$ cat src/rtl/core/hcbp_pkg.sv
package hcbp_pkg;

    localparam int SYMBOL_COUNT = 256;
    localparam int MAX_CODE_LEN = 32;
    localparam int BYTE_BITS    = 8;

    localparam int CMD_W     = 2;
    localparam int SYM_W     = 8;
    localparam int CODE_W    = 32;
    localparam int LEN_W     = 6;
    localparam int SYM_IDX_W = (SYMBOL_COUNT > 1) ? $clog2(SYMBOL_COUNT) : 1;
    localparam int ENTRY_W   = CODE_W + LEN_W;

    localparam logic [CMD_W-1:0] CMD_LOAD   = 2'd0;
    localparam logic [CMD_W-1:0] CMD_ENCODE = 2'd1;
    localparam logic [CMD_W-1:0] CMD_FLUSH  = 2'd2;

    typedef enum logic [2:0] {
        ST_IDLE,
        ST_CAPTURE,
        ST_PACK,
        ST_FLUSH,
        ST_FAULT
    } state_t;

    typedef struct packed {
        logic load;
        logic read;
        logic capture;
        logic step;
        logic flush;
        logic fault;
    } ctrl_cmd_t;

    typedef struct packed {
        logic hit;
        logic pending_any;
        logic out_free;
        logic step_emits;
        logic step_final;
    } dp_status_t;

endpackage

$ cat src/rtl/core/hcbp_controller.sv
module hcbp_controller (
    input  logic                        clk,
    input  logic                        rst_n,
    input  logic                        in_valid,
    output logic                        in_stall,
    input  logic [hcbp_pkg::CMD_W-1:0]  command,
    input  hcbp_pkg::dp_status_t        status,
    output hcbp_pkg::ctrl_cmd_t         cmd
);

    hcbp_pkg::state_t state_reg, state_next;

    always_ff @(posedge clk or negedge rst_n)
    begin
        if (!rst_n)
        begin
            state_reg <= hcbp_pkg::ST_IDLE;
        end
        else
        begin
            state_reg <= state_next;
        end
    end

    always_comb
    begin
        state_next = state_reg;
        cmd        = '0;
        in_stall   = 1'b1;

        unique case (state_reg)
            hcbp_pkg::ST_IDLE:
            begin
                in_stall = 1'b0;
                if (in_valid)
                begin
                    unique case (command)
                        hcbp_pkg::CMD_LOAD:
                        begin
                            cmd.load = 1'b1;
                        end
                        hcbp_pkg::CMD_ENCODE:
                        begin
                            if (status.hit)
                            begin
                                cmd.read   = 1'b1;
                                state_next = hcbp_pkg::ST_CAPTURE;
                            end
                            else
                            begin
                                state_next = hcbp_pkg::ST_FAULT;
                            end
                        end
                        hcbp_pkg::CMD_FLUSH:
                        begin
                            if (status.pending_any)
                            begin
                                state_next = hcbp_pkg::ST_FLUSH;
                            end
                        end
                        default:
                        begin
                            state_next = hcbp_pkg::ST_IDLE;
                        end
                    endcase
                end
            end
            hcbp_pkg::ST_CAPTURE:
            begin
                cmd.capture = 1'b1;
                state_next  = hcbp_pkg::ST_PACK;
            end
            hcbp_pkg::ST_PACK:
            begin
                if (!status.step_emits || status.out_free)
                begin
                    cmd.step = 1'b1;
                    if (status.step_final)
                    begin
                        state_next = hcbp_pkg::ST_IDLE;
                    end
                end
            end
            hcbp_pkg::ST_FLUSH:
            begin
                if (status.out_free)
                begin
                    cmd.flush  = 1'b1;
                    state_next = hcbp_pkg::ST_IDLE;
                end
            end
            hcbp_pkg::ST_FAULT:
            begin
                if (status.out_free)
                begin
                    cmd.fault  = 1'b1;
                    state_next = hcbp_pkg::ST_IDLE;
                end
            end
            default:
            begin
                state_next = hcbp_pkg::ST_IDLE;
            end
        endcase
    end

    a_busy_stalls: assert property (@(posedge clk) disable iff (!rst_n)
        (state_reg != hcbp_pkg::ST_IDLE) |-> in_stall)
        else $error("input taken while busy");

    a_write_needs_room: assert property (@(posedge clk) disable iff (!rst_n)
        (cmd.fault || cmd.flush || (cmd.step && status.step_emits)) |-> status.out_free)
        else $error("output register overwritten");

    a_absorb_ends: assert property (@(posedge clk) disable iff (!rst_n)
        (cmd.step && !status.step_emits) |=> (state_reg == hcbp_pkg::ST_IDLE))
        else $error("pack continued after absorbing tail");

    a_capture_then_pack: assert property (@(posedge clk) disable iff (!rst_n)
        cmd.read |=> (state_reg == hcbp_pkg::ST_CAPTURE) ##1 (state_reg == hcbp_pkg::ST_PACK))
        else $error("table read not followed by capture");

endmodule

$ cat config.mk
export PLATFORM = sky130hd
export DESIGN_NAME = hcbp_controller
export DESIGN_NICKNAME = d
export VERILOG_FILES = /design/src/rtl/core/hcbp_pkg.sv /design/src/rtl/core/hcbp_controller.sv
export SDC_FILE = /design/constraint.sdc
export NUM_CORES = 1
export LEC_CHECK = 0
export ABC_CLOCK_PERIOD_IN_PS = 1100
export BUFFER_PORTS_ARGS = -buffer_cell sky130_fd_sc_hd__clkbuf_2
export CORE_AREA = 4 4 41 43
export CTS_BUF_LIST = sky130_fd_sc_hd__clkbuf_2 sky130_fd_sc_hd__clkbuf_4 sky130_fd_sc_hd__clkbuf_8
export DETAILED_ROUTE_END_ITERATION = 10
export DIE_AREA = 0 0 45 47
export SETUP_SLACK_MARGIN = 0.1
export SLEW_MARGIN = 20
export SYNTH_ARGS = -nofsm -noshare
export SYNTH_HDL_FRONTEND = slang
export SYNTH_SLANG_ARGS = --single-unit
$ cat constraint.sdc
create_clock -name clk -period 1.1 [get_ports clk]
set_input_delay 0 -clock clk [delete_from_list [all_inputs] [get_ports clk]]
set_output_delay 0 -clock clk [all_outputs]
set_load 0.02 [all_outputs]
### After elaboration in Yosys (flattened, before gate mapping)

Cells that the tools add are included.

* equal/unequal tests: 12
* add/subtract/negate cells: 0
* $mul: 0
* shifts and indexed selects: 0
* mux-type cells: 20
* reductions and logical operators: 6
* div/mod/pow operators: 0
* bitwise operators: 0
* $lt $le $gt $ge: 0

Operator list (number)
* $mux 3: 6
* $pmux 3 s4: 1
* $mux 1: 10
* $pmux 3 s3: 1
* $ne 2x2->1 const B: 4
* $eq 3x2->1 const B: 2
* $reduce_and 6->1: 1
* $mux 2: 2
* $eq 3x1->1 const B: 1
* $eq 3x3->1 const B: 1
* $logic_not 3->1: 1
* $ne 3x3->1 const B: 1
* $eq 2x1->1 const B: 1
* $eq 2x2->1 const B: 1
* $logic_not 2->1: 1
* $ne 2x1->1 const B: 1
* $reduce_or 2->1: 1
* $logic_not 1->1: 1
* $logic_or 1x1->1: 1

* ROM bits: 0
* output and inout port bits: 7
* memory bits (writable): 0
* memories: 0
* bits of input ports: 10
* bits in registers: 3
* latch bits: 0

### Logic depth before layout (Yosys ltp)

Gate-level depths: netlist of the first run.

* depth after elaboration: 4
* depth in mapped cells: 5
* gate-level depth less buffers: 5

### Worst setup path after synthesis of the first run

OpenSTA, ideal clock, no wires.

* path type: reg2out
* start: register state_reg[2]
* end: output cmd[2] in the netlist's numbering
* cell stages (with the launch flop): 3
* data required time: 1100 ps
* setup slack: -166 ps
* arrival time: 1266 ps
* cells stage by stage: dfrtp_1 buf_4 nor4b_1

RTL lines
* start, declared: line hcbp_controller.sv:11 `hcbp_pkg::state_t state_reg, state_next;`
* start signal, assigned: line hcbp_controller.sv:17 `state_reg <= hcbp_pkg::ST_IDLE;`
* start signal, assigned: line hcbp_controller.sv:21 `state_reg <= state_next;`
* end, declared: line hcbp_controller.sv:8 `output hcbp_pkg::ctrl_cmd_t cmd`

==> flow_metrics.env, run 1 <==
export IMPL_drt_iter0_drc=1
export IMPL_ys_seq_elements=3
export IMPL_cp_max_fo=6
export IMPL_min_period_ns=1.26
export IMPL_grt_pass1_vias=380
export IMPL_rr_worst_depth=5
export IMPL_drv_cap=0
export IMPL_fp_dieW_um=45
export IMPL_initial_core_util=0.251
export IMPL_vias_per_cell=4.85
export IMPL_relSlewSlack=0.835
export IMPL_final_cell_mix="clkbuf_2 (10), buf_4 (9), clkbuf_4 (4), buf_6 (4)"
export IMPL_n_antenna_cell=0
export IMPL_drcViolationCount=0
export IMPL_clock_sinks=3
export IMPL_final_nets=78
export IMPL_die_y_um=47
export IMPL_syn_area_um2=327
export IMPL_endpoint_kind="output pin"
export IMPL_syn_avg_cell_area_um2=9.33
export IMPL_core_area_um2=1300
export IMPL_worstHoldStart="status[2]"
export IMPL_clk_pin_slew_ns=0.04
export IMPL_p_leak_nw=0.312
export IMPL_area_delta_synth_final_pct=92.3
export IMPL_setup_slack_ns=-0.160
export IMPL_status="finished with violations"
export IMPL_cpMaxStageDelayCell="dfrtp_2"
export IMPL_vias=383
export IMPL_p_per_area_nw_per_um2=1380
export IMPL_clock_path_buffers=2
export IMPL_antenna_found_initial=0
export IMPL_arrival_ns=1.26
export IMPL_worstMarginPinSlew_ns=0.248
export IMPL_period_share=1.15
export IMPL_start_kind="register"
export IMPL_rsz0062_at_grt="yes"
export IMPL_drive_above_1_share=0.672
export IMPL_drv_slew=0
export IMPL_cts_tree="done"
export IMPL_r2r_end="state_reg[1]"
export IMPL_vdd_ir_drop_max_v=0.000442
export IMPL_grt_use_total=0.110
export IMPL_drtPass1Iterations=2
export IMPL_grt_start_max_net_pins=8
export IMPL_gp_congestion=0.701
export IMPL_grt_pass1_wl_um=1600
export IMPL_fillCellCount=137
export IMPL_finalHoldViolations=0
export IMPL_fp_dieArea_um2=2120
export IMPL_ys_seq_area_frac=0.230
export IMPL_synth_distinct_cells=26
export IMPL_htree_levels=1
export IMPL_antenna_left=0
export IMPL_syn_inst=35
export IMPL_r2r_slack_ns=-0.08
export IMPL_required_ns=1.10
export IMPL_globalRouteOverflowTotal=0
export IMPL_final_util=0.483
export IMPL_routed_wl_um=970
export IMPL_yosys_warnings=0
export IMPL_hold_path_depth=2
export IMPL_path_cells="nor3_4, and4_1, clkbuf_8"
export IMPL_setup_viol=8
export IMPL_worstReg2RegStart="state_reg[0]"
export IMPL_largest_reg_flops=3
export IMPL_hold_end="state_reg[0]"
export IMPL_num_rows=13
export IMPL_drt_wirelength_per_cell_um=12.3
export IMPL_violations="setup timing"
export IMPL_hp_class="primary input to register"
export IMPL_hold_slack_ns=0.0563
export IMPL_cpPeakStageDelay_ns=0.46
export IMPL_max_freq_mhz=794
export IMPL_io_pins=17
export IMPL_hpwl_um=643
export IMPL_final_common_cell="clkbuf_2"
export IMPL_portBuffers=16
export IMPL_synth_nets=48
export IMPL_crit_type="register to output pin"
export IMPL_numCtsBuffers=3
export IMPL_insertion_delay_ns=0.24
export IMPL_finClkSkew_ns=0.00198
export IMPL_clock_root_buffer="clkbuf_4"
stage by stage:
step	TNS (ns)	setup WS (ns)	area (um^2)	std cells	total power [W]
3_5_place_dp	0	0.0159	418	64	0.000449
3_3_place_gp	0	0.0348	418	64	0.000442
5_1_grt	-1.24	-0.207	628	79	0.000926
6_report	-0.791	-0.160	628	79	0.000870
4_1_cts	-0.943	-0.170	593	79	0.000815
2_1_floorplan	0	0.104	338	35	0.000361
worst max-delay path: cells and delay by family, from the launching register on:
family	cells	cell delay, ns
buffers and inverters	1	0.15
flip-flops	1	0.46
AND/OR/NAND/NOR	2	0.42
how the worst max path moves through the flow:
stage | slack [ns] | to | startpoint | cells after the start
2_1_floorplan | 0.10 | cmd[2] | state_reg[0] | 2
3_3_place_gp | 0.03 | cmd[4] | state_reg[1] | 3
3_5_place_dp | 0.02 | cmd[4] | state_reg[1] | 3
4_1_cts | -0.17 | cmd[4] | state_reg[0] | 3
5_1_grt | -0.21 | cmd[4] | state_reg[0] | 3
6_report | -0.16 | cmd[4] | state_reg[0] | 3
repair_timing:
action,4_1_cts,5_1_grt
pin swaps,7,3
endpoints found under the hold margin,3,0
gates resized for setup,16,10
endpoints found under the setup margin,10,10
setup buffers,10,0
hold buffers,1,0
synth_stat cells:
| master | number | area share |
|---|---|---|
| nor3_2 | 1 | 0.031 |
| inv_1 | 3 | 0.034 |
| a311oi_1 | 1 | 0.027 |
| nand4b_1 | 1 | 0.027 |
| a21oi_1 | 1 | 0.015 |
| and4b_2 | 1 | 0.034 |
| and4_1 | 1 | 0.027 |
| ha_1 | 3 | 0.11 |
| dfrtp_1 | 3 | 0.23 |
| nor4b_1 | 1 | 0.027 |
| and3b_1 | 1 | 0.027 |
| o32ai_1 | 1 | 0.027 |
| nand2b_1 | 1 | 0.019 |
| and2b_1 | 1 | 0.023 |
| buf_6 | 1 | 0.034 |
| nor2b_1 | 3 | 0.057 |
| nand2_1 | 1 | 0.011 |
| o221a_1 | 1 | 0.034 |
| buf_4 | 1 | 0.023 |
| nor3_1 | 1 | 0.015 |
| nor2_2 | 1 | 0.019 |
| nor2_1 | 1 | 0.011 |
| and3_1 | 2 | 0.038 |
| nor4b_2 | 1 | 0.046 |
| nor3b_1 | 1 | 0.023 |
| o21a_1 | 1 | 0.023 |
kinds of logic (layout without fill, tap and decap cells):
logic type / count (synthesis) / count (layout) / synth area share
and+or+nand+nor: 19 / 19 / 0.437
AOI/OAI and AO/OA: 5 / 5 / 0.126
adders and majority gates: 3 / 3 / 0.115
buffers and inverters: 5 / 34 / 0.0920
DFF: 3 / 3 / 0.230
per-layer routing:
| layer | track usage | up-vias | part of all wire |
|---|---|---|---|
| li1 | - | 186 | - |
| met3 | 0.0307 | 4 | 0.092 |
| met1 | 0.113 | 178 | 0.36 |
| met4 | 0.0877 | 0 | 0.028 |
| met2 | 0.189 | 15 | 0.52 |
| met5 | 0 | - | 0 |
cell type report:
type	instances	area, um^2	share of cell area
clock buffer	4	30.0	0.0478
tap	15	18.8	0.0299
inverter	3	11.3	0.0179
sequential	3	78.8	0.125
multi-input combinational	27	275	0.438
timing repair buffer	27	214	0.341
power by group:
part | internal [W] | leakage [nW] | switching, W
Sequential | 0.000137 | 0.0358 | 0.0000541
Combinational | 0.000256 | 0.258 | 0.000197
Clock | 0.000161 | 0.0184 | 0.0000647
No activity file was read; power rests on OpenSTA's default activity.
==> run 2: changes to the inputs <==
Settings changed: CELL_PAD_IN_SITES_DETAIL_PLACEMENT from default to 0, CELL_PAD_IN_SITES_GLOBAL_PLACEMENT from default to 2, CORE_AREA 4 4 41 43 to default, CORE_MARGIN from default to 4, CORE_UTILIZATION from default to 24, DIE_AREA 0 0 45 47 to default, PLACE_DENSITY_LB_ADDON from default to 0.1.
==> run 2 against run 1 <==
  * The flow still finishes with violations (setup timing)
  * Global-route usage shrank 0.54 points
  * Clock-buffer cell count did not move
  * Register-to-register slack improved by 0.10 ns
  * Combinational power fell by 4.4%
  * First-iteration DRC count rose to 3.0 times the previous value
  * Clock skew hardly changed
  * Non-clock buffer count decreased by 4
  * Utilization fell by 2.4 points
  * Sequential power is 8% lower
  * Cell count fell by 5.1%
  * Critical endpoint unchanged
  * Highest routed layer unchanged
==> flow_metrics.env, run 2 (synthesis gave the netlist of run 1 again) <==
export IMPL_min_period_ns=1.24
export IMPL_rr_worst_depth=3
export IMPL_worstHoldStart="status[2]"
export IMPL_crit_type="register to output pin"
export IMPL_relSlewSlack=0.848
export IMPL_routed_wl_um=911
export IMPL_final_cell_mix="clkbuf_2 (10), buf_4 (5), clkbuf_4 (4)"
export IMPL_drive_above_1_share=0.633
export IMPL_cts_tree="done"
export IMPL_drt_wirelength_per_cell_um=12.1
export IMPL_htree_levels=1
export IMPL_io_pins=17
export IMPL_clock_sinks=3
export IMPL_finalHoldViolations=0
export IMPL_hold_end="state_reg[0]"
export IMPL_hpwl_um=718
export IMPL_cp_top_family="flip-flops"
export IMPL_antenna_found_initial=0
export IMPL_placed_area_um2=425
export IMPL_clock_root_buffer="clkbuf_4"
export IMPL_period_share=1.13
export IMPL_cpPeakStageDelay_ns=0.43
export IMPL_endpoint_kind="output pin"
export IMPL_core_area_um2=1280
export IMPL_status="finished with violations"
export IMPL_gp_congestion=0.664
export IMPL_drtPass1Iterations=2
export IMPL_final_area_um2=589
export IMPL_r2r_end="state_reg[2]"
export IMPL_initial_core_util=0.254
export IMPL_vias=357
export IMPL_required_ns=1.10
export IMPL_worstMarginPinSlew_ns=0.228
export IMPL_vdd_ir_drop_max_v=0.000352
export IMPL_area_delta_synth_final_pct=80.5
export IMPL_cp_num_buf_inv=1
export IMPL_clock_path_buffers=2
export IMPL_final_common_cell="clkbuf_2"
export IMPL_setup_slack_ns=-0.139
export IMPL_max_freq_mhz=807
export IMPL_fp_dieW_um=44.9
export IMPL_worstReg2RegStart="state_reg[2]"
export IMPL_rsz0062_at_grt="yes"
export IMPL_setup_viol=6
export IMPL_hold_path_depth=2
export IMPL_antenna_left=0
export IMPL_globalRouteOverflowTotal=0
export IMPL_grt_pass1_wl_um=1500
export IMPL_n_antenna_cell=0
export IMPL_drv_cap=0
export IMPL_numCtsBuffers=3
export IMPL_fp_dieArea_um2=2010
export IMPL_path_cells="nor3_4, and4_1, clkbuf_8"
export IMPL_cpMaxStageDelayCell="dfrtp_2"
export IMPL_r2r_slack_ns=0.02
export IMPL_die_y_um=44.9
export IMPL_portBuffers=16
export IMPL_crit_start="state_reg[1]"
export IMPL_start_kind="register"
export IMPL_drt_iter0_drc=3
export IMPL_drv_slew=0
export IMPL_grt_use_total=0.105
export IMPL_insertion_delay_ns=0.23
export IMPL_grt_start_max_net_pins=8
export IMPL_p_per_area_nw_per_um2=1400
export IMPL_arrival_ns=1.24
export IMPL_violations="setup timing"
export IMPL_vias_per_cell=4.76
export IMPL_cp_max_fo=4
export IMPL_drcViolationCount=0
export IMPL_hp_class="primary input to register"
export IMPL_p_leak_nw=0.291
export IMPL_num_rows=13
export IMPL_grt_pass1_vias=373
export IMPL_final_nets=74
export IMPL_finClkSkew_ns=0.00213
export IMPL_largest_reg_flops=3
export IMPL_fin_setup_tns_ns=-0.634
export IMPL_clk_pin_slew_ns=0.04
==> run 2: worst register-to-register path: cells and delay by family, from the launching register on <==
family / cells / cell delay (ns)
flip-flops: 1 / 0.44
AND/OR/NAND/NOR: 1 / 0.26
buffers and inverters: 1 / 0.18
AO/OA/AOI/OAI: 1 / 0.13
==> run 2: final cells by class <==
class | instances | area [um^2]
fill | 125 | 696
sequential | 3 | 78.8
timing repair buffer | 23 | 179
multi-input combinational | 27 | 272
tap | 15 | 18.8
clock buffer | 4 | 30.0
inverter | 3 | 11.3
==> run 2: stage by stage <==
step / hold WS, ns / utilization / worst slack [ns] / total power (W) / instances
6_report: 0.0571 / 0.459 / -0.139 / 0.000827 / 75
5_1_grt: 0.0420 / 0.459 / -0.217 / 0.000889 / 75
4_1_cts: 0.0470 / 0.437 / -0.154 / 0.000794 / 75
3_5_place_dp: -0.202 / 0.331 / -0.00675 / 0.000479 / 65
3_3_place_gp: -0.200 / 0.331 / 0.0464 / 0.000471 / 65
2_1_floorplan: -0.296 / - / 0.104 / 0.000361 / 35
==> run 2: layer usage <==
metal	GRT usage	vias up	part of all wire
met5	0	-	0
met4	0.0877	0	0.014
met3	0.0239	2	0.042
met2	0.175	8	0.55
met1	0.111	168	0.40
li1	-	179	-
==> run 2: where the power goes <==
part / switching [W] / internal [W]
Clock: 0.0000569 / 0.000160
Combinational: 0.000199 / 0.000235
Sequential: 0.0000389 / 0.000137
==> run 2: worst max-delay path by stage <==
stage                  end  slack (ns)  depth (start not counted)
floorplan           cmd[2]        0.10                          2
global placement    cmd[4]        0.05                          3
detailed placement  cmd[4]      -0.007                          3
CTS                 cmd[4]       -0.15                          3
global route        cmd[0]       -0.22                          3
finish              cmd[4]       -0.14                          3
==> run 2: timing repair <==
| action | 4_1_cts | 5_1_grt |
|---|---|---|
| setup endpoints to repair | 10 | 10 |
| hold buffers | 1 | 0 |
| pin swaps | 5 | 4 |
| setup buffers | 5 | 1 |
| endpoints found under the hold margin | 3 | 0 |
| gates resized for setup | 15 | 10 |
==> run 3: changes to the inputs <==
Settings changed: ABC_AREA from default to 1, CORE_UTILIZATION 24 to 21.
==> run 3 against run 2 <==
  * The run still ends with setup timing left
  * Clock skew shrank 0.0014 ns
  * Critical endpoint unchanged
  * Cell count rose by 35%
  * Synthesized cell count increased by 69%
  * Combinational power increased by 100%
  * Non-clock buffer count decreased by 1
  * Final area is 0.42% higher
  * Register-to-register slack worse by 0.03 ns
  * First-iteration DRC count rose by 33%
  * Sequential power rose by 40%
  * Routed wire length unchanged
==> flow_metrics.env, run 3 <==
export IMPL_vdd_ir_drop_max_v=0.000929
export IMPL_cts_tree="done"
export IMPL_switching_share=0.473
export IMPL_violations="setup timing"
export IMPL_drcViolationCount=0
export IMPL_hpwl_um=738
export IMPL_fp_dieW_um=48.4
export IMPL_area_delta_synth_final_pct=72.6
export IMPL_endpoint_kind="output pin"
export IMPL_grt_pass1_wl_um=1610
export IMPL_synthTopCellsByCount="nand2_1 (21), inv_1 (10), nor2_1 (8)"
export IMPL_vias=431
export IMPL_n_antenna_cell=0
export IMPL_cp_max_fo=5
export IMPL_period_share=1.07
export IMPL_vias_per_cell=4.27
export IMPL_setup_slack_ns=-0.0746
export IMPL_clock_sinks=3
export IMPL_drt_iter0_drc=4
export IMPL_seqPwrFrac=0.184
export IMPL_synth_flop_cell="dfrtp_1"
export IMPL_clkPwrFrac=0.157
export IMPL_clk_pin_slew_ns=0.03
export IMPL_portBuffers=16
export IMPL_clock_root_buffer="clkbuf_4"
export IMPL_p_int_w=0.000710
export IMPL_final_common_cell="nand2_1"
export IMPL_globalRouteOverflowTotal=0
export IMPL_crit_end="cmd[4]"
export IMPL_final_nets=99
export IMPL_drv_cap=0
export IMPL_initial_core_util=0.225
export IMPL_antenna_left=0
export IMPL_setup_viol=9
export IMPL_synth_nets=72
export IMPL_worstMarginPinSlew_ns=0.166
export IMPL_p_leak_nw=0.353
export IMPL_drt_wirelength_per_cell_um=9.02
export IMPL_numCtsBuffers=3
export IMPL_fp_dieArea_um2=2340
export IMPL_htree_levels=1
export IMPL_status="finished with violations"
export IMPL_start_kind="register"
export IMPL_async_flop_share=1.00
export IMPL_synthTopCellsByArea="nand2_1 (23%), dfrtp_1 (22%), ha_1 (11%)"
export IMPL_hold_slack_ns=0.104
export IMPL_insertion_delay_ns=0.23
export IMPL_relSlewSlack=0.889
export IMPL_grt_start_max_net_pins=7
export IMPL_finalHoldViolations=0
export IMPL_required_ns=1.10
export IMPL_antenna_found_initial=0
export IMPL_arrival_ns=1.17
export IMPL_crit_start="state_reg[1]"
export IMPL_largest_reg_flops=3
export IMPL_ys_seq_area_frac=0.219
export IMPL_final_cell_mix="nand2_1 (20), inv_1 (10), clkbuf_2 (9)"
export IMPL_synth_top_cell_area_share=0.230
export IMPL_yosysTopAreaCell="nand2_1"
export IMPL_max_freq_mhz=851
export IMPL_p_sw_w=0.000636
export IMPL_syn_avg_cell_area_um2=5.81
export IMPL_syn_inst=59
export IMPL_drv_slew=0
export IMPL_grt_use_total=0.0856
export IMPL_hp_class="primary input to asynchronous set/reset pin"
export IMPL_r2r_slack_ns=-0.01
export IMPL_ys_seq_elements=3
export IMPL_die_y_um=48.4
export IMPL_drtPass1Iterations=4
export IMPL_num_rows=14
export IMPL_drive_above_1_share=0.459
export IMPL_synth_most_common_cell="nand2_1"
export IMPL_grt_pass1_vias=409
export IMPL_finClkSkew_ns=0.000749
export IMPL_syn_area_um2=343
export IMPL_r2r_end="state_reg[0]"
export IMPL_gp_congestion=0.771
export IMPL_p_per_area_nw_per_um2=2270
export IMPL_core_area_um2=1520
export IMPL_io_pins=17
export IMPL_synth_edf_count=0
export IMPL_clock_path_buffers=2
export IMPL_min_period_ns=1.17
export IMPL_yosys_warnings=0
export IMPL_worstReg2RegStart="state_reg[1]"
export IMPL_power_frac_comb=0.659
export IMPL_rr_worst_depth=7
export IMPL_crit_type="register to output pin"
export IMPL_rsz0062_at_grt="yes"
export IMPL_pre_cts_ws_ns=-0.0164
export IMPL_synth_distinct_cells=13
export IMPL_routed_wl_um=911
-- run 3: cell count changes in the layout (fill, tap and decap cells not counted), moves of 2 or more --
cell	delta
and3_1	-2
buf_4	+3
buf_6	-2
inv_1	+7
nand2_1	+19
nand2_2	+2
nand2_4	+2
nand3_1	+2
nand3_2	+2
nand4_1	+3
nor2_1	+4
nor2_2	+3
nor2b_1	-3
-- run 3: cells by family after synthesis --
| logic type | count (synthesis) | share of synthesized area |
|---|---|---|
| fa+ha+maj | 3 | 0.110 |
| buf+inv | 11 | 0.120 |
| flops | 3 | 0.219 |
| simple gates | 42 | 0.551 |
-- run 3: cell type report --
class	count	area, um^2
fillers	166	932
multi-input cells	45	262
repair buffers	22	161
flip-flops and latches	3	77.6
inverters	11	41.3
clock buffers	4	30.0
well taps	16	20.0
-- run 3: worst min path at each step --
stage,startpoint,end,slack [ns]
2_1_floorplan,rst_n,state_reg[0],-0.30
3_3_place_gp,rst_n,state_reg[1],-0.20
3_5_place_dp,rst_n,state_reg[1],-0.20
4_1_cts,rst_n,state_reg[2],0.1
5_1_grt,rst_n,state_reg[2],0.11
6_report,rst_n,state_reg[2],0.10
-- run 3: per-stage QoR --
step | power (W) | util | cell area, um^2 | std cells | setup TNS, ns
2_1_floorplan | 0.000743 | - | 360 | 59 | 0
3_3_place_gp | 0.000977 | 0.312 | 475 | 93 | -0.133
3_5_place_dp | 0.000963 | 0.312 | 475 | 93 | -0.0270
4_1_cts | 0.00134 | 0.379 | 578 | 101 | -0.393
5_1_grt | 0.00147 | 0.388 | 592 | 101 | -0.997
6_report | 0.00135 | 0.388 | 592 | 101 | -0.247
-- run 3: power by group through the flow --
| stage | sequential, W | combinational [W] | clock [W] |
|---|---|---|---|
| floorplan | 0.000220 | 0.000523 | 0 |
| global placement | 0.000239 | 0.000739 | 0 |
| detailed placement | 0.000238 | 0.000725 | 0 |
| CTS | 0.000241 | 0.000881 | 0.000223 |
| global route | 0.000256 | 0.000985 | 0.000233 |
| finish | 0.000247 | 0.000887 | 0.000212 |
-- run 3: critical path, cell delays in order, from the launching register on --
cell and delay (ns):
dfrtp_2 0.44, nor2_4 0.16, nand2_4 0.08, nor3_2 0.10, buf_4 0.16
-- run 3: what timing repair did --
action | CTS | global route
buffers inserted | 3 | 0
resized for setup | 13 | 8
endpoints found under the hold margin | 3 | 0
pin swaps | 1 | 2
hold buffers | 1 | 0
setup endpoints to repair | 10 | 10
cloned | 0 | 0
-- run 3: metal layers --
metal	track usage	part of all wire	up-vias
met2	0.141	0.52	7
met5	0	0	-
met3	0.0215	0.033	0
met4	0.0553	0	0
met1	0.0957	0.44	194
li1	-	-	230
